File: config.mk
export PLATFORM = sky130hd
export DESIGN_NAME = rps_acc
export DESIGN_NICKNAME = d
export VERILOG_FILES = /design/src/rtl/rps_pkg.sv /design/src/rtl/rps_acc.sv
export SDC_FILE = /design/constraint.sdc
export NUM_CORES = 1
export LEC_CHECK = 0
export BUFFER_PORTS_ARGS = -buffer_cell sky130_fd_sc_hd__buf_2
export CAP_MARGIN = 40
export CORE_UTILIZATION = 50
export DETAILED_ROUTE_END_ITERATION = 12
export MAX_ROUTING_LAYER = met4
export PLACE_DENSITY = 0.65
export SLEW_MARGIN = 25
export SYNTH_ARGS = -nofsm -noshare
export SYNTH_HDL_FRONTEND = slang
export SYNTH_SLANG_ARGS = --single-unit
File: constraint.sdc
create_clock -name clk -period 4 [get_ports clk]
set_clock_uncertainty 0.05 [all_clocks]
set_input_delay 0.2 -clock clk [delete_from_list [all_inputs] [get_ports clk]]
set_output_delay 0.2 -clock clk [all_outputs]
set_load 0.03 [all_outputs]
File: src/rtl/rps_pkg.sv
// Shared types, widths and codes of the reachability pattern scorer.
// Depends on nothing; the other files but rps_ram refer to it by scoped names.
package rps_pkg;

	// Sizes of the stores; all powers of two so a table address is a bit concatenation
	localparam int MAX_X      = 16;
	localparam int MAX_Y      = 16;
	localparam int MAX_Z      = 8;
	localparam int MAX_ORI    = 32;
	localparam int MAX_POINTS = 64;
	localparam int MAX_PATHS  = 8;

	localparam int X_W    = $clog2(MAX_X);
	localparam int Y_W    = $clog2(MAX_Y);
	localparam int Z_W    = $clog2(MAX_Z);
	localparam int ORI_W  = $clog2(MAX_ORI);
	localparam int TBL_AW = ORI_W + X_W + Y_W + Z_W;
	localparam int TBL_DEPTH = MAX_ORI * MAX_X * MAX_Y * MAX_Z;
	localparam int PT_AW  = $clog2(MAX_POINTS);
	localparam int CNT_W  = $clog2(MAX_POINTS + 1);
	localparam int PATH_W = $clog2(MAX_PATHS);

	// Field widths of the transactions
	localparam int OP_W     = 2;
	localparam int ORIF_W   = 5;
	localparam int CXY_W    = 6;
	localparam int CZ_W     = 4;
	localparam int SCORE_W  = 16;
	localparam int PATHF_W  = 3;
	localparam int OFS_W    = 7;
	localparam int TOTAL_W  = 19;
	localparam int MASK_W   = 8;
	// Shifted coordinate: unsigned cell plus signed offset
	localparam int COORD_W  = CXY_W + 2;

	// Configuration registers
	localparam int CFG_IDX_W  = 2;
	localparam int CFG_DATA_W = 6;
	localparam int CFGX_W   = 5;
	localparam int CFGY_W   = 5;
	localparam int CFGZ_W   = 4;
	localparam int CFGO_W   = 6;
	localparam logic [CFG_IDX_W-1:0] CFG_GRID_X = 2'd0;
	localparam logic [CFG_IDX_W-1:0] CFG_GRID_Y = 2'd1;
	localparam logic [CFG_IDX_W-1:0] CFG_GRID_Z = 2'd2;
	localparam logic [CFG_IDX_W-1:0] CFG_ORI    = 2'd3;

	// Effective (clamped) counts
	localparam int NX_W = $clog2(MAX_X + 1);
	localparam int NY_W = $clog2(MAX_Y + 1);
	localparam int NZ_W = $clog2(MAX_Z + 1);
	localparam int NO_W = $clog2(MAX_ORI + 1);

	typedef enum logic [OP_W-1:0] {
		OP_WRITE  = 2'd0,
		OP_CLEAR  = 2'd1,
		OP_APPEND = 2'd2,
		OP_SCORE  = 2'd3
	} op_t;

	typedef enum logic [2:0] {
		ST_IDLE,
		ST_WALK,
		ST_DRAIN,
		ST_SUM,
		ST_OUT
	} state_t;

	typedef struct packed {
		logic [ORIF_W-1:0]  ori;
		logic [CXY_W-1:0]   x;
		logic [CXY_W-1:0]   y;
		logic [CZ_W-1:0]    z;
		logic [PATH_W-1:0]  path;
	} pt_t;

	typedef struct packed {
		logic [NX_W-1:0] nx;
		logic [NY_W-1:0] ny;
		logic [NZ_W-1:0] nz;
		logic [NO_W-1:0] no;
	} grid_t;

	typedef struct packed {
		logic              clear;
		logic              upd;
		logic              upd_inrange;
		logic [PATH_W-1:0] upd_path;
		logic              sum;
		logic [PATH_W-1:0] sum_idx;
	} acc_ctrl_t;

endpackage

File: src/rtl/rps_acc.sv
// Per-path minimum tracker and final path sum for a score transaction.
// Depends on rps_pkg; driven by the sequencer in rps_seq.
module rps_acc (
	input  logic                          clk,
	input  logic                          arst_n,
	input  rps_pkg::acc_ctrl_t            ctrl,
	input  logic [rps_pkg::SCORE_W-1:0]   tbl_rdata,
	output logic [rps_pkg::TOTAL_W-1:0]   total,
	output logic [rps_pkg::MASK_W-1:0]    mask
);

	logic [rps_pkg::SCORE_W-1:0]   minima_q [rps_pkg::MAX_PATHS];
	logic [rps_pkg::MAX_PATHS-1:0] seen_q;
	logic [rps_pkg::TOTAL_W-1:0]   total_q;
	logic [rps_pkg::MAX_PATHS-1:0] mask_q;
	logic [rps_pkg::SCORE_W-1:0]   cell_score;
	logic                          take_lower;
	logic [rps_pkg::SCORE_W-1:0]   sum_min;
	logic                          sum_take;

	// A point outside the grid in use scores zero
	assign cell_score = ctrl.upd_inrange ? tbl_rdata : '0;
	assign take_lower = !seen_q[ctrl.upd_path] || (cell_score < minima_q[ctrl.upd_path]);

	assign sum_min  = minima_q[ctrl.sum_idx];
	assign sum_take = seen_q[ctrl.sum_idx] && (sum_min != '0);

	// Track minima; the minima themselves are payload and need no reset
	always_ff @(posedge clk) begin
		if (ctrl.upd && take_lower) begin
			minima_q[ctrl.upd_path] <= cell_score;
		end
	end

	// Seen flags, running total and mask
	always_ff @(posedge clk or negedge arst_n) begin
		if (!arst_n) begin
			seen_q  <= '0;
			total_q <= '0;
			mask_q  <= '0;
		end else if (ctrl.clear) begin
			seen_q  <= '0;
			total_q <= '0;
			mask_q  <= '0;
		end else begin
			if (ctrl.upd) begin
				seen_q[ctrl.upd_path] <= 1'b1;
			end
			// Eight 16-bit minima fit in 19 bits, so the sum never saturates
			if (ctrl.sum && sum_take) begin
				total_q <= total_q + rps_pkg::TOTAL_W'(sum_min);
				mask_q[ctrl.sum_idx] <= 1'b1;
			end
		end
	end

	assign total = total_q;
	assign mask  = rps_pkg::MASK_W'(mask_q);

endmodule

# After elaboration in Yosys (flattened, before gate mapping)
# Memories as Yosys holds them, arrays and structs flattened.
# Cells that the tools add are included.
# W data, S select, Z words.
[word_totals] ram_bits=128 word_cells=39 memories=1 ff_bits=35 inputBits=28
[memory_table] name="minima_q" words=8 width=16 rd=2 rd_ports_with_merged_regs=0 wr=1 line="rps_acc.sv:12" source="logic [rps_pkg::SCORE_W-1:0] minima_q [rps_pkg::MAX_PATHS];"
[classes] muxes=17 bitwise_logic=2 order_cmp=5 n_reduce_logical=10 n_addsub=1
[op_table] cell="$mux W19" n=2
[op_table] cell="$mux W8" n=4
[op_table] cell="$add A19 B16 Y19" n=1
[op_table] cell="$lt A16 B16 Y1" n=1
[op_table] cell="$mux W16" n=1
[op_table] cell="$or A8 B8 Y8" n=2
[op_table] cell="$reduce_bool A16 Y1" n=1
[op_table] cell="$lt A3 B4 Y1 const B" n=2
[op_table] cell="$bmux W1 S3" n=2
[op_table] cell="$demux W1 S3" n=2
[op_table] cell="$ge A3 B1 Y1 const B" n=2
[op_table] cell="$mux W1" n=6
[op_table] cell="$logic_and A1 B1 Y1" n=5
[op_table] cell="$reduce_bool A2 Y1" n=2
[op_table] cell="$logic_not A1 Y1" n=1
[op_table] cell="$logic_or A1 B1 Y1" n=1

# Longest topological paths before layout
[depth] ltp_word=7 mapped_depth=15

# Least setup slack after synthesis
# No wires, ideal clock.
[synth_path] path_type="input port to flip-flop" startpoint="in ctrl[4] in the netlist's numbering" endpoint="mem minima_q[4][0] in the netlist's numbering (enable)" setup_time_ns=0.409 arrival_time_ns=3.888 slack_ns=-0.348 stages=15 path_buffers=3 required_ns=3.541 path_cell_list="clkbuf_1 > nor2b_1 > and2_1 > clkbuf_1 > clkbuf_1 > a22oi_1 > and4_1 > ha_1 > a21o_1 > a21o_1 > a21oi_1 > o21ai_0 > a31oi_1 > o211ai_1 > nor3_1"
[synth_via] elab_chain_len=7
[synth_rtl] item="from (decl)" line="rps_acc.sv:6" source="input rps_pkg::acc_ctrl_t ctrl,"
[synth_rtl] item="branches (longest 7 deep; another with $mem_v2 Z8 W16)"
[synth_rtl] item="to (decl)" line="rps_acc.sv:12"
# Several ways; the timed one is not identified. The select of a mux whose other input is x is not followed.

==> impl_metrics.toml <==
[grt]
grt_antenna_before_repair = 2
first_global_vias = 6074
grt_max_degree = 39
grt_first_pass_wirelength_um = 36030
gr-total-overflow = 0
groute.usage.overall = 0.2870

[detailed_routing]
drt_pass_1_iters = 5
drtAntennaViolNets = 0
drt-vias-per-instance = 6.344
route.detailed.wl_per_inst_um = 24.03
drt_first_iter_violations = 543
dr_total_vias = 6141
routed_wl_um = 23260
post-route-drc-count = 0

[clocking]
clock_sink_count = 163
postCtsSetupBuffers = 0
clk_latency_ns = 0.43
tritoncts = "yes"
clock-root-buffer = "sky130_fd_sc_hd__clkbuf_16"
clkSlewWorstSetupHoldPaths_ns = 0.06
clock_path_buffers = 2
cts-resized-gates = 0
cts_htree_levels = 4
cts_buffers = 17

[logic_synthesis]
yosysSeqAreaShare = 0.5564
post_synth_top_flop = "sky130_fd_sc_hd__edfxtp_1"
postSynthAreaPerCell_um2 = 13.01
ys_top_cells_by_area = "sky130_fd_sc_hd__edfxtp_1 (45%), sky130_fd_sc_hd__dfrtp_1 (10%), sky130_fd_sc_hd__mux2i_1 (5.3%)"
yosys.cell_types.count = 57
ys_ff_latch = 163
synth-edff-count = 128
synth_top_cell_area_share = 0.4532
post_synth_instance_area_um2 = 8482
synthArstFlopShare = 0.2147
syn_inst = 652
synthDominantAreaCellType = "sky130_fd_sc_hd__edfxtp_1"
synth_fp_nets = 712
ys.warnings.count = 0

[place]
dp_hpwl_um = 17140
gp_congestion = 0.9810
cell_area_reported_after_detailed_placement_um2 = 9205
placed_cells = 933
numPortBuffers = 54

[critical_path]
rr_startpoint = "minima_q[4][0]"
critical_path.endpoint_type = "flop"
worstSetupStartpointType = "flop"
critical_path_data_required_time_ns = 4.26
r2r.worst_path.cells = 12
worstSetupEndpoint = "total[18]"
r2r_slack_ns = 0.31
path_class = "reg -> reg"
worst_setup_path_startpoint = "minima_q[4][0]"
worstReg2RegEnd = "total[18]"
crit_fanout = 3
cp_data_arrival_time_ns = 3.95

[sta]
max-slew-margin-rel = 0.4738
report.final.slew_viol_count = 0
achievable-frequency_ghz = 0.2711
max_slew.worst_pin.slew_ns = 0.7859
min_period_ns = 3.689
setup_violations = 0
worst_hold_slack_ns = 0.07085
rsz0062_at_grt = "no"
final-hold-violation-count = 0
final_min_period_over_clock_period = 0.9223

[final_layout]
regArea_um2 = 4720
n_fill_cell = 1337
post_route_cells_drive_above_1_share = 0.2131
design_area_um2 = 9826
finish.net_count = 794
syn_to_final_growth_pct = 15.84
multi_input_area_um2 = 3512
post_layout_nonfiller_instances = 968

[hold_path]
hold_path_class = "in -> async"

[run]
cap_violations = 0

[die]
core.rowCount = 47
fp.dieArea_um2 = 17490
start_util = 0.5115
floorplan.die.width_um = 132.2
core_um2 = 16580
die_height_um = 132.2
io_pins = 55

[pwr]
power.static_leakage_nw = 3.819
p_total_w = 0.004163
ir_drop_uv = 306.4
powerDensity_nw_per_um2 = 423.7

[run_status]
outcome = "completed"
## worst max-delay path, stage by stage, from the launching register on
cell and delay (ns):
sky130_fd_sc_hd__edfxtp_1 0.42, sky130_fd_sc_hd__mux4_2 0.48, sky130_fd_sc_hd__nor2b_2 0.14, sky130_fd_sc_hd__nor2_1 0.06
sky130_fd_sc_hd__ha_1 0.22, sky130_fd_sc_hd__fa_1 0.43, sky130_fd_sc_hd__a211oi_1 0.33, sky130_fd_sc_hd__o211ai_1 0.18
sky130_fd_sc_hd__a41oi_1 0.40, sky130_fd_sc_hd__o21ai_0 0.17, sky130_fd_sc_hd__a31oi_1 0.31, sky130_fd_sc_hd__nor4_1 0.09
sky130_fd_sc_hd__mux2_2 0.28
## metal layers
layer  part of all wire  vias to the layer above  GRT usage
met1               0.43                     3024     0.3873
met4              0.025                        0    0.09898
met5                  0                        -          -
met2               0.45                      342     0.4250
met3              0.090                       44    0.06920
li1                   -                     2731          -
## final cells by class
class	instances	share of cell area
clock inverter	14	0.01630
antenna	2	0.0005094
inverter	14	0.005348
timing repair buffer	101	0.06876
sequential	163	0.4803
multi-input combinational	437	0.3574
clock buffer	17	0.04330
tap	220	0.02801
## where the power goes
group | internal [W] | switching [W]
clock network | 0.000974 | 0.000666
registers | 0.00189 | 0.0000386
logic | 0.000239 | 0.000353
total | 0.00311 | 0.00106
## cell usage in the layout, fill, tap and decap left out, types with 4 or more instances in the layout
| cell | n |
|---|---|
| sky130_fd_sc_hd__edfxtp_1 | 128 |
| sky130_fd_sc_hd__buf_2 | 54 |
| sky130_fd_sc_hd__nor2_1 | 48 |
| sky130_fd_sc_hd__a22oi_1 | 48 |
| sky130_fd_sc_hd__mux2i_1 | 45 |
| sky130_fd_sc_hd__buf_4 | 42 |
| sky130_fd_sc_hd__dfrtp_1 | 35 |
| sky130_fd_sc_hd__ha_1 | 31 |
| sky130_fd_sc_hd__a21oi_1 | 25 |
| sky130_fd_sc_hd__nor2b_1 | 23 |
| sky130_fd_sc_hd__a22o_1 | 23 |
| sky130_fd_sc_hd__and2_1 | 19 |
| sky130_fd_sc_hd__mux4_2 | 18 |
| sky130_fd_sc_hd__nand2_1 | 17 |
| sky130_fd_sc_hd__clkbuf_16 | 17 |
| sky130_fd_sc_hd__inv_1 | 14 |
| sky130_fd_sc_hd__o21ai_0 | 13 |
| sky130_fd_sc_hd__and4_1 | 11 |
| sky130_fd_sc_hd__xnor2_1 | 10 |
| sky130_fd_sc_hd__and3_1 | 9 |
| sky130_fd_sc_hd__a31oi_1 | 8 |
| sky130_fd_sc_hd__o22ai_1 | 8 |
| sky130_fd_sc_hd__o211ai_1 | 7 |
| sky130_fd_sc_hd__a21o_1 | 7 |
| sky130_fd_sc_hd__a221oi_1 | 7 |
| sky130_fd_sc_hd__a211oi_1 | 6 |
| sky130_fd_sc_hd__nand3b_1 | 6 |
| sky130_fd_sc_hd__clkinv_1 | 5 |
| sky130_fd_sc_hd__nand2b_1 | 4 |
| sky130_fd_sc_hd__buf_12 | 4 |
## how the worst min path moves through the flow
stage	start	to	slack (ns)	depth (start not counted)
2_1_floorplan	arst_n	mask[0]	-0.15	0
5_1_grt	arst_n	mask[3]	0.08	2
3_3_place_gp	arst_n	total[5]	0.26	1
3_5_place_dp	arst_n	total[5]	0.27	1
6_report	arst_n	total[5]	0.07	2
4_1_cts	ctrl[8]	seen_q[1]	0.10	3
## timing repair
action,in CTS,in global routing
hold buffers,1,0
endpoints found under the hold margin,35,0
setup endpoints to repair,0,0
## cell usage after synthesis, drive strengths merged, types with 9 or more instances
cell type / number
and4: 11
nor2b: 26
ha: 31
a21oi: 26
nor2: 49
edfxtp: 128
inv: 14
xnor2: 10
o21ai: 13
a22oi: 48
mux2i: 45
and2: 19
a22o: 23
buf: 16
nand2: 17
mux4: 18
clkbuf: 22
dfrtp: 35
and3: 9
## per-stage QoR
step           setup TNS [ns]  worst slack [ns]    util
3_5_place_dp                0            0.2238  0.5551
2_1_floorplan          -11.12           -0.3475       -
6_report                    0            0.3109  0.5925
3_3_place_gp                0            0.2884  0.5551
4_1_cts                     0            0.3479  0.5910
5_1_grt                     0           0.08351  0.5925
## cells by family (layout without fill, tap and decap cells)
group | count (synthesis) | in the layout | share of synthesized area
muxes | 66 | 66 | 0.1049
AOI/OAI and AO/OA | 170 | 170 | 0.1432
xor gates and xnor gates | 13 | 13 | 0.01342
buffers and inverters | 52 | 146 | 0.03171
other | 0 | 2 | 0
adders and majority gates | 32 | 32 | 0.04809
DFF | 163 | 163 | 0.5564
and+or+nand+nor | 156 | 156 | 0.1022
## registers in the layout, summed over array words and instances (netlist names)
| register | cells |
|---|---|
| mask | 8 |
| minima_q | 128 |
| seen_q | 8 |
| total | 19 |
No activity file was read; power rests on OpenSTA's default activity.
