$ cat src/rtl/rps_ram.sv
// Generic single-write, single-read RAM with registered read data.
// Standalone; used for the score table and the pattern store.
module rps_ram #(
	parameter int WIDTH = 16,
	parameter int DEPTH = 64
) (
	input  logic                     clk,
	input  logic                     we,
	input  logic [$clog2(DEPTH)-1:0] waddr,
	input  logic [WIDTH-1:0]         wdata,
	input  logic [$clog2(DEPTH)-1:0] raddr,
	output logic [WIDTH-1:0]         rdata
);

	logic [WIDTH-1:0] mem [DEPTH];

	// Write port and registered read port
	always_ff @(posedge clk) begin
		if (we) begin
			mem[waddr] <= wdata;
		end
		rdata <= mem[raddr];
	end

endmodule

$ cat config.mk
export PLATFORM = sky130hd
export DESIGN_NAME = rps_ram
export DESIGN_NICKNAME = d
export VERILOG_FILES = /design/src/rtl/rps_ram.sv
export SDC_FILE = /design/constraint.sdc
export NUM_CORES = 1
export LEC_CHECK = 0
export ABC_CLOCK_PERIOD_IN_PS = 2640
export BUFFER_PORTS_ARGS = -buffer_cell sky130_fd_sc_hd__buf_2
export CAP_MARGIN = 5
export CELL_PAD_IN_SITES_DETAIL_PLACEMENT = 1
export CELL_PAD_IN_SITES_GLOBAL_PLACEMENT = 2
export CORE_ASPECT_RATIO = 1.2
export CORE_UTILIZATION = 40
export CTS_BUF_LIST = sky130_fd_sc_hd__clkbuf_4 sky130_fd_sc_hd__clkbuf_8
export CTS_CLUSTER_DIAMETER = 30
export DETAILED_ROUTE_END_ITERATION = 16
export GPL_ROUTABILITY_DRIVEN = 0
export MAX_ROUTING_LAYER = met4
export PLACE_DENSITY = 0.7
export SLEW_MARGIN = 0
export SYNTH_ARGS = -nofsm -noshare
export SYNTH_HDL_FRONTEND = slang
export SYNTH_SLANG_ARGS = --single-unit
$ cat constraint.sdc
create_clock -name clk -period 2.64 [get_ports clk]
set_input_delay 0.396 -clock clk [delete_from_list [all_inputs] [get_ports clk]]
set_output_delay 0.396 -clock clk [all_outputs]
set_load 0.01 [all_outputs]
[Word level (Yosys, flattened, before mapping)]
Memories as Yosys holds them, arrays and structs flattened. A register that Yosys moved wholly into a read port is not among the register bits.
Index checks and enable logic that the tools add are counted.
Widths: inputs -> output; s select.
Storage, ports and cells
  bits in registers: 0
  latch bits: 0
  RAM bits: 1024
  bits in read-only memories: 0
  input port bits: 30
  output and inout port bits: 16
  word-level logic and storage cells: 3
  memories: 1
Cells by class
  $add $sub $neg: 0
  multipliers: 0
  div/mod/pow operators: 0
  magnitude comparators: 0
  eq/ne operators: 0
  shifts and indexed selects: 0
  muxes and demuxes: 2
  bitwise gates (word level): 0
  reduce and logical (&&, ||, !) cells: 0
Memory list
  mem: depth 64, bits a word 16, read ports 1, clocked after memory_dff 1, write ports 1, line 15  | logic [WIDTH-1:0] mem [DEPTH];
Operator list (number)
  $mux 1: 2

[Logic depth before layout (Yosys ltp)]
Gate-level depths: netlist of the first run.
  depth in word-level cells: 2
  gate-level depth with buffers: 10
  depth with buffers taken out: 5

[Worst setup path before layout of the first run]
Ideal clock, no wire load.
  path kind: input port to flip-flop
  from: in waddr[3]
  to: mem mem[48][0], enable pin
  arrival time: 2.022 ns
  slack: 0.209 ns
  stages: 4
  cell sequence: clkbuf_1 nor2b_1 nand4b_1 nor3_1
RTL lines
  start, declared: line 9  | input logic [$clog2(DEPTH)-1:0] waddr,
  end, declared: line 15
No word-level cell before the write port.

==> impl_metrics.toml, run 1 <==
[die]
die_w_um = 291
rows = 126
pin_count = 46
die_area_um2 = 101000
initial_utilization_pct = 40.5
die_h_um = 349
coreArea_um2 = 98800

[synth]
synth_cells = 1829
synth_seq_area_share_pct = 77.6
synth_area_leaders = "edfxtp_1 77%, mux4_2 12%, mux2i_1 2.1%"
async_reset_ff_share_pct = 0
synthXorXnorAreaFrac_pct = 0
yosysMostFrequentCell = "edfxtp_1"
yosysTopAreaCell = "edfxtp_1"
syn-num-nets = 1859
yosys.area_share.simple_pct = 2.65
syn_avg_cell_area_um2 = 21.9
synth.top_cell.area_share_pct = 76.8
synth-compound-area-share_pct = 2.41
yosysWarnings = 0
synth_top_family_by_area = "multiplexers"
synth.top_cells.by_count = "1,024 x edfxtp_1, 220 x mux4_2, 85 x mux2i_1, 72 x nor2_1, 59 x nand2_1"
synthAdderAreaFrac_pct = 0
yosys_most_used_dff = "edfxtp_1"
synthesis.area_um2 = 40000
synthDistinctLibCells = 43
synth_edf_count = 1024
muxShareOfSynthArea_pct = 15.5
synth_seq_cells = 1040

[sta]
finalSetupViolations = 0
fin_crit_sh_pct = 80.1
maxSlewViolCount = 0
finalHoldWorstSlack_ns = 0.0759
relSlewSlack_pct = 17.2
tightest_slew_ns = 1.24
rsz0062_at_grt = "false"
finClkSkew_ns = 0.0327
fin_crit_ns = 2.11
worst_slack_ns = 0.526
max_freq_mhz = 473
hold_viol_final = 0

[finish]
final_cell_area_um2 = 46900
fill_cells = 9007
nets = 2199
drive_above_1_share_pct = 34.8
area_delta_synth_final_pct = 17.1

[grt]
grt_remaining_overflow = 0
grt_pass1_wl_um = 150000
grt_usage_pct = 21.4
antenna_found_initial = 7
grt_pass1_vias = 21477
grt_max_degree = 65

[worst_hold_path]
hold_path.class = "in -> reg"

[drt]
routedWlPerCell_um = 29.0
wl_um = 104000
viasPerCell = 5.53
first_pass_iters = 5
drc = 0
vias = 19830
ant_nets = 0
drtIter0Drc = 1736

[pwr]
p_leak_uw = 0.0152
power.density_nw_per_um2 = 754
ir_drop_v = 0.000467

[setup_path]
crit_family = "multiplexers"
arrival_ns = 2.80
end_kind = "register"
crit_buf_inv = 2
start_kind = "register"
cp_max_fo = 1
cp_slowest_cell = "mux4_2"
required_ns = 3.32
cpMostUsedCell = "buf_4"
critPathMaxStageDelay_ns = 0.50
crit_chain = "mux4_2 > mux2i_1 > buf_4 > a22oi_1 > a31oi_1 > buf_4 > a311oi_1"
crit_type = "reg -> reg"

[flow_run]
maxCapViolations = 0

[clock_tree]
clock-sinks = 1040
cts_tree = "built"
htreeDepth = 4
cts-resized-gates = 0
clk_latency_ns = 0.83
numCtsBuffers = 170
clockBufferDepth = 3
cts.reportedPaths.clkPinSlew_ns = 0.07
cts_setup_buffers = 0
clockRootBuffer = "clkbuf_8"

[placement]
dpl_cell_area_um2 = 43200
port_buffers = 45
hpwl_um = 65300
dp_slack_ns = -0.0998

[outcome]
status = "finished, final reports clean"
kinds of logic after synthesis:
family / Yosys count
DFF: 1040
AOI/OAI and AO/OA: 129
muxes: 336
buffers and inverters: 104
and+or+nand+nor: 220
layer usage:
metal,vias up,part of all wire [%],track usage [%]
li1,8390,-,-
met1,10676,40,26.2
met2,594,51,35.2
met3,170,6.0,4.35
met4,0,3.3,8.34
met5,-,0,-
sequential cells by signal, indices dropped and copies added (netlist names):
name,flops
mem,1024
rdata,16
per-stage QoR:
| stage | setup TNS (ns) | util (%) | power [uW] | cells |
|---|---|---|---|---|
| after floorplan | 0 | - | 19600 | 1829 |
| after global placement | -0.263 | 43.7 | 20600 | 3275 |
| after detailed placement | -0.377 | 43.7 | 20600 | 3275 |
| after CTS | 0 | 47.4 | 35700 | 3584 |
| after global routing | 0 | 47.5 | 36400 | 3587 |
| final | 0 | 47.5 | 35400 | 3587 |
placed cells by master (no fill, tap or decap), types with 12 or more instances in the layout:
cell type	n
buf_2	42
nor2_1	72
clkinv_1	31
mux4_2	220
edfxtp_1	1024
clkinvlp_4	13
nand3_1	24
clkinv_2	22
a21oi_1	17
a22oi_1	39
mux2_2	27
mux2i_1	85
bufinv_16	19
nand2_1	59
buf_12	26
nor2b_1	30
clkbuf_8	170
nand4_1	12
buf_4	199
clkbuf_4	35
dfxtp_1	16
a221oi_1	16
where the power goes:
part           switching, uW  internal (uW)
sequential              62.3          18300
clock                   6640           8500
combinational           1150            751
total                   7850          27500
area by class of cell:
cell class                      instances  area [um2]  share of cell area, %
Clock inverter                        102        1090                   2.32
Timing Repair Buffer                  272        2290                   4.87
Multi-Input combinational cell        685        8250                   17.6
Clock buffer                          205        2600                   5.55
Sequential cell                      1040       31100                   66.2
Tap cell                             1280        1600                   3.41
Antenna cell                            3        7.51                 0.0160
what timing repair did:
action / CTS / global route
endpoints found under the hold margin: 15 / 0
hold buffers: 2 / 0
endpoints found under the setup margin: 0 / 0
worst paths after layout:
check,slack (ns),cells after the start,end,start
worst max-delay path,0.53,7,rdata[4],mem[7][4]
worst min-delay path,0.08,1,mem[61][1],wdata[1]
worst max register to register,0.53,7,rdata[4],mem[7][4]
worst min register to register,0.91,5,rdata[14],mem[62][14]
No activity file was read; power rests on OpenSTA's default activity.
==> run 2, diff against run 1 <==
Settings changed: ABC_CLOCK_PERIOD_IN_PS 2640 to 1800, PLACE_DENSITY 0.7 to 0.72.
Clock period 2.64 ns to 1.8 ns, I/O delays scaled along.
==> impl_metrics.toml, run 2 (synthesis gave the netlist of run 1 again) <==
[outcome]
status = "finished, violations left"
violations = "negative setup slack"

[die]
die_w_um = 291
rows = 126
initial_utilization_pct = 40.5
die_h_um = 349
die_area_um2 = 101000
pin_count = 46
coreArea_um2 = 98800

[setup_path]
crit_chain = "mux4_2 > nor2b_1 > a211o_1 > a31oi_4 > a311oi_1"
crit_type = "reg -> reg"
start_kind = "register"
required_ns = 2.53
arrival_ns = 2.57
cp_max_fo = 1
cp_slowest_cell = "mux4_2"
crit_family = "compound AO/OA/AOI/OAI gates"
crit_buf_inv = 0
critPathMaxStageDelay_ns = 0.50
end_kind = "register"

[sta]
hold_viol_final = 0
relSlewSlack_pct = 37.7
maxSlewViolCount = 0
worst_slack_ns = -0.0393
finalSetupViolations = 5
max_freq_mhz = 544
fin_crit_sh_pct = 102
finalHoldWorstSlack_ns = 0.0647
finClkSkew_ns = 0.0470
fin_crit_ns = 1.84
tightest_slew_ns = 0.933
rsz0062_at_grt = "true"

[finish]
final_cell_mix = "1,024 x edfxtp_1, 220 x mux4_2, 184 x buf_4"
nets = 2277
max_flop_register = "mem"
layout_commonest_cell = "edfxtp_1"
largest_reg_flops = 1024
final_cells = 3677
drive_above_1_share_pct = 40.9
seqCellArea_um2 = 31100
area_delta_synth_final_pct = 23.0
reg.largest.list = "mem: 1024 flops, rdata: 16 flops"
fill_cells = 8802
multi_input_area_um2 = 8820

[placement]
hpwl_um = 68900
port_buffers = 45
placed_cells = 3341
dp_slack_ns = -0.849

[drt]
routedWlPerCell_um = 29.5
ant_nets = 0
drtIter0Drc = 1779
drc = 0
viasPerCell = 5.54
wl_um = 109000
vias = 20375
first_pass_iters = 5

[clock_tree]
numCtsBuffers = 171
htreeDepth = 4
clk_latency_ns = 0.87
clockRootBuffer = "clkbuf_8"
clockBufferDepth = 3
cts.reportedPaths.clkPinSlew_ns = 0.07
cts_tree = "built"
clock-sinks = 1040

[pwr]
power_frac_seq_pct = 50.6
power.density_nw_per_um2 = 1080
swShare_pct = 22.3
pwr-share-comb_pct = 6.0
p_int_uw = 41400
netSwitchingPower_uw = 11900
p_clk_share_pct = 43.5
p_leak_uw = 0.0160
ir_drop_v = 0.000657

[grt]
antenna_found_initial = 7
grt_pass1_wl_um = 157000
grt_usage_pct = 22.4
grt_remaining_overflow = 0
grt_pass1_vias = 22020
grt_max_degree = 65

[worst_hold_path]
hold_path.class = "in -> reg"

[flow_run]
maxCapViolations = 0
==> run 2: path summary, 6_finish.rpt <==
check	start	endpoint	slack [ns]	cells past startpoint
setup / recovery	mem[11][3]	rdata[3]	-0.04	5
hold / removal	wdata[7]	mem[57][7]	0.06	1
setup reg to reg	mem[11][3]	rdata[3]	-0.04	5
hold reg to reg	mem[50][14]	rdata[14]	0.92	4
==> run 2: stage by stage <==
stage                     cell area (um2)  setup TNS, ns  util, %  total power [uW]
after floorplan                     40400         -54.21        -             28800
after global placement              44900         -16.82     45.4             30400
after detailed placement            44900         -22.41     45.4             30500
after CTS                           49100         -0.238     49.7             53700
after global routing                49200         -0.395     49.8             54700
final                               49200        -0.0911     49.8             53200
==> run 2: layout make-up <==
type / instances / area share, %
Multi-Input combinational cell: 685 / 17.9
Clock buffer: 223 / 5.67
Tap cell: 1280 / 3.25
Antenna cell: 6 / 0.0305
Clock inverter: 94 / 2.17
Sequential cell: 1040 / 63.1
Timing Repair Buffer: 349 / 7.87
==> run 2: routing by layer <==
metal  share of wire (%)  vias up  track usage [%]
li1                    -     8569                -
met1                  39    10979             26.9
met2                  52      654             38.1
met3                 5.5      173             4.35
met4                 2.7        0             7.46
met5                   0        -                -
==> run 2: power by group through the flow <==
stage	registers, uW	clock network [uW]	logic, uW
final	26900	23100	3180
after global placement	27400	0	3000
after global routing	26900	24500	3330
after CTS	26900	23600	3190
after floorplan	27400	0	1430
after detailed placement	27400	0	3080
==> run 2: what timing repair did <==
item,4_1_cts,5_1_grt
hold buffers,13,0
buffers inserted,0,0
endpoints found under the setup margin,17,14
gates resized for setup,44,22
cloned,0,0
pin swaps,16,16
hold endpoints to repair,561,0
==> run 3, diff against run 2 <==
Settings changed: SKIP_LAST_GASP from default to 1.
==> impl_metrics.toml, run 3 (synthesis gave the netlist of run 1 again) <==
[die]
initial_utilization_pct = 40.5
die_h_um = 349
pin_count = 46
die_w_um = 291
rows = 126
die_area_um2 = 101000
coreArea_um2 = 98800

[setup_path]
reg2reg_to = "rdata[4]"
ff2ff_setup_slack_ns = -0.06
required_ns = 2.53
end_kind = "register"
arrival_ns = 2.58
start_kind = "register"
cp_max_fo = 1
crit_type = "reg -> reg"
r2r_start = "mem[22][4]"
reg2reg_depth = 6

[clock_tree]
numCtsBuffers = 171
clock-sinks = 1040
cts_setup_buffers = 0
cts_tree = "built"
cts.reportedPaths.clkPinSlew_ns = 0.06
htreeDepth = 4
clk_latency_ns = 0.88
clockBufferDepth = 3
clockRootBuffer = "clkbuf_8"

[finish]
multi_input_area_um2 = 8820
max_flop_register = "mem"
final_cells = 3679
nets = 2277
layout_commonest_cell = "edfxtp_1"
final_cell_area_um2 = 49300
area_delta_synth_final_pct = 23.0
seqCellArea_um2 = 31100
largest_reg_flops = 1024
drive_above_1_share_pct = 40.9
final_cell_mix = "1,024 x edfxtp_1, 220 x mux4_2, 183 x buf_4"
fill_cells = 8806
reg.largest.list = "mem: 1024 flops, rdata: 16 flops"

[pwr]
finalPower_uw = 53200
power.density_nw_per_um2 = 1080
ir_drop_v = 0.000660
p_leak_uw = 0.0160

[drt]
viasPerCell = 5.56
wl_um = 109000
vias = 20470
drc = 0
drtIter0Drc = 1787
first_pass_iters = 5
routedWlPerCell_um = 29.5
ant_nets = 0

[sta]
maxSlewViolCount = 0
finalHoldWorstSlack_ns = 0.0900
fin_crit_ns = 1.86
finalSetupViolations = 4
relSlewSlack_pct = 39.9
worst_slack_ns = -0.0555
rsz0062_at_grt = "true"
tightest_slew_ns = 0.901
max_freq_mhz = 539
finClkSkew_ns = 0.0494
fin_crit_sh_pct = 103
hold_viol_final = 0

[placement]
hpwl_um = 68900
dpl_cell_area_um2 = 44900
port_buffers = 45
placed_cells = 3341

[grt]
grt.busiest_layer = "met2"
grt_usage_pct = 22.4
grt_pass1_vias = 21976
use_met3_pct = 4.23
grt_max_degree = 65
grt_pass1_wl_um = 157000
grtUsageMet1_pct = 27.0
grtUsageMet2_pct = 38.3
grt_remaining_overflow = 0
antenna_found_initial = 7

[outcome]
status = "finished, violations left"
violations = "negative setup slack"

[worst_hold_path]
holdPathEnd = "mem[57][7]"
hold_start = "wdata[7]"
holdPathStages = 1
hold_path.class = "in -> reg"

[flow_run]
maxCapViolations = 0
run 3: worst max-delay path: stages (launching register included):
cell	delay (ns)
edfxtp_1	0.37
mux4_2	0.49
mux2i_1	0.21
buf_4	0.18
a22oi_2	0.11
a31oi_2	0.30
a311oi_1	0.09
run 3: report_power, final:
group	leakage (uW)	switching [uW]	internal, uW	total, uW
clock	0.00199	9940	13200	23200
sequential	0.00935	94.2	26800	26900
combinational	0.00469	1860	1320	3180
run 3: final cells by class:
type / count / share of cell area, %
diodes: 8 / 0.0406
clock buffers: 223 / 5.67
multi-input cells: 685 / 17.9
clock inverters: 94 / 2.17
flip-flops and latches: 1040 / 63.1
well taps: 1280 / 3.25
repair buffers: 349 / 7.88
run 3: worst max-delay path by stage:
stage / startpoint / endpoint / slack [ns] / cells past startpoint
after floorplan: waddr[4] / mem[46][0] / -0.20 / 3
after global placement: raddr[0] / rdata[3] / -0.81 / 7
after detailed placement: raddr[0] / rdata[3] / -0.85 / 9
after CTS: mem[9][3] / rdata[3] / -0.13 / 5
after global routing: mem[61][3] / rdata[3] / -0.12 / 5
final: mem[22][4] / rdata[4] / -0.06 / 6
run 3: per-layer routing:
layer  part of all wire, %  vias up
li1                      -     8569
met1                    40    11126
met2                    53      625
met3                   5.2      150
met4                   2.5        0
met5                     0        -
run 3: repair_timing:
item	CTS	global route
resized for setup	31	34
hold buffers	13	0
hold endpoints to repair	559	0
endpoints found under the setup margin	17	14
pin swaps	15	13
run 3: metrics by stage:
step	utilization (%)	worst slack, ns	setup TNS (ns)
6_report	49.8	-0.0555	-0.160
5_1_grt	49.8	-0.117	-0.494
4_1_cts	49.6	-0.134	-0.689
3_5_place_dp	45.4	-0.849	-22.41
3_3_place_gp	45.4	-0.805	-16.82
2_1_floorplan	-	-0.201	-54.21
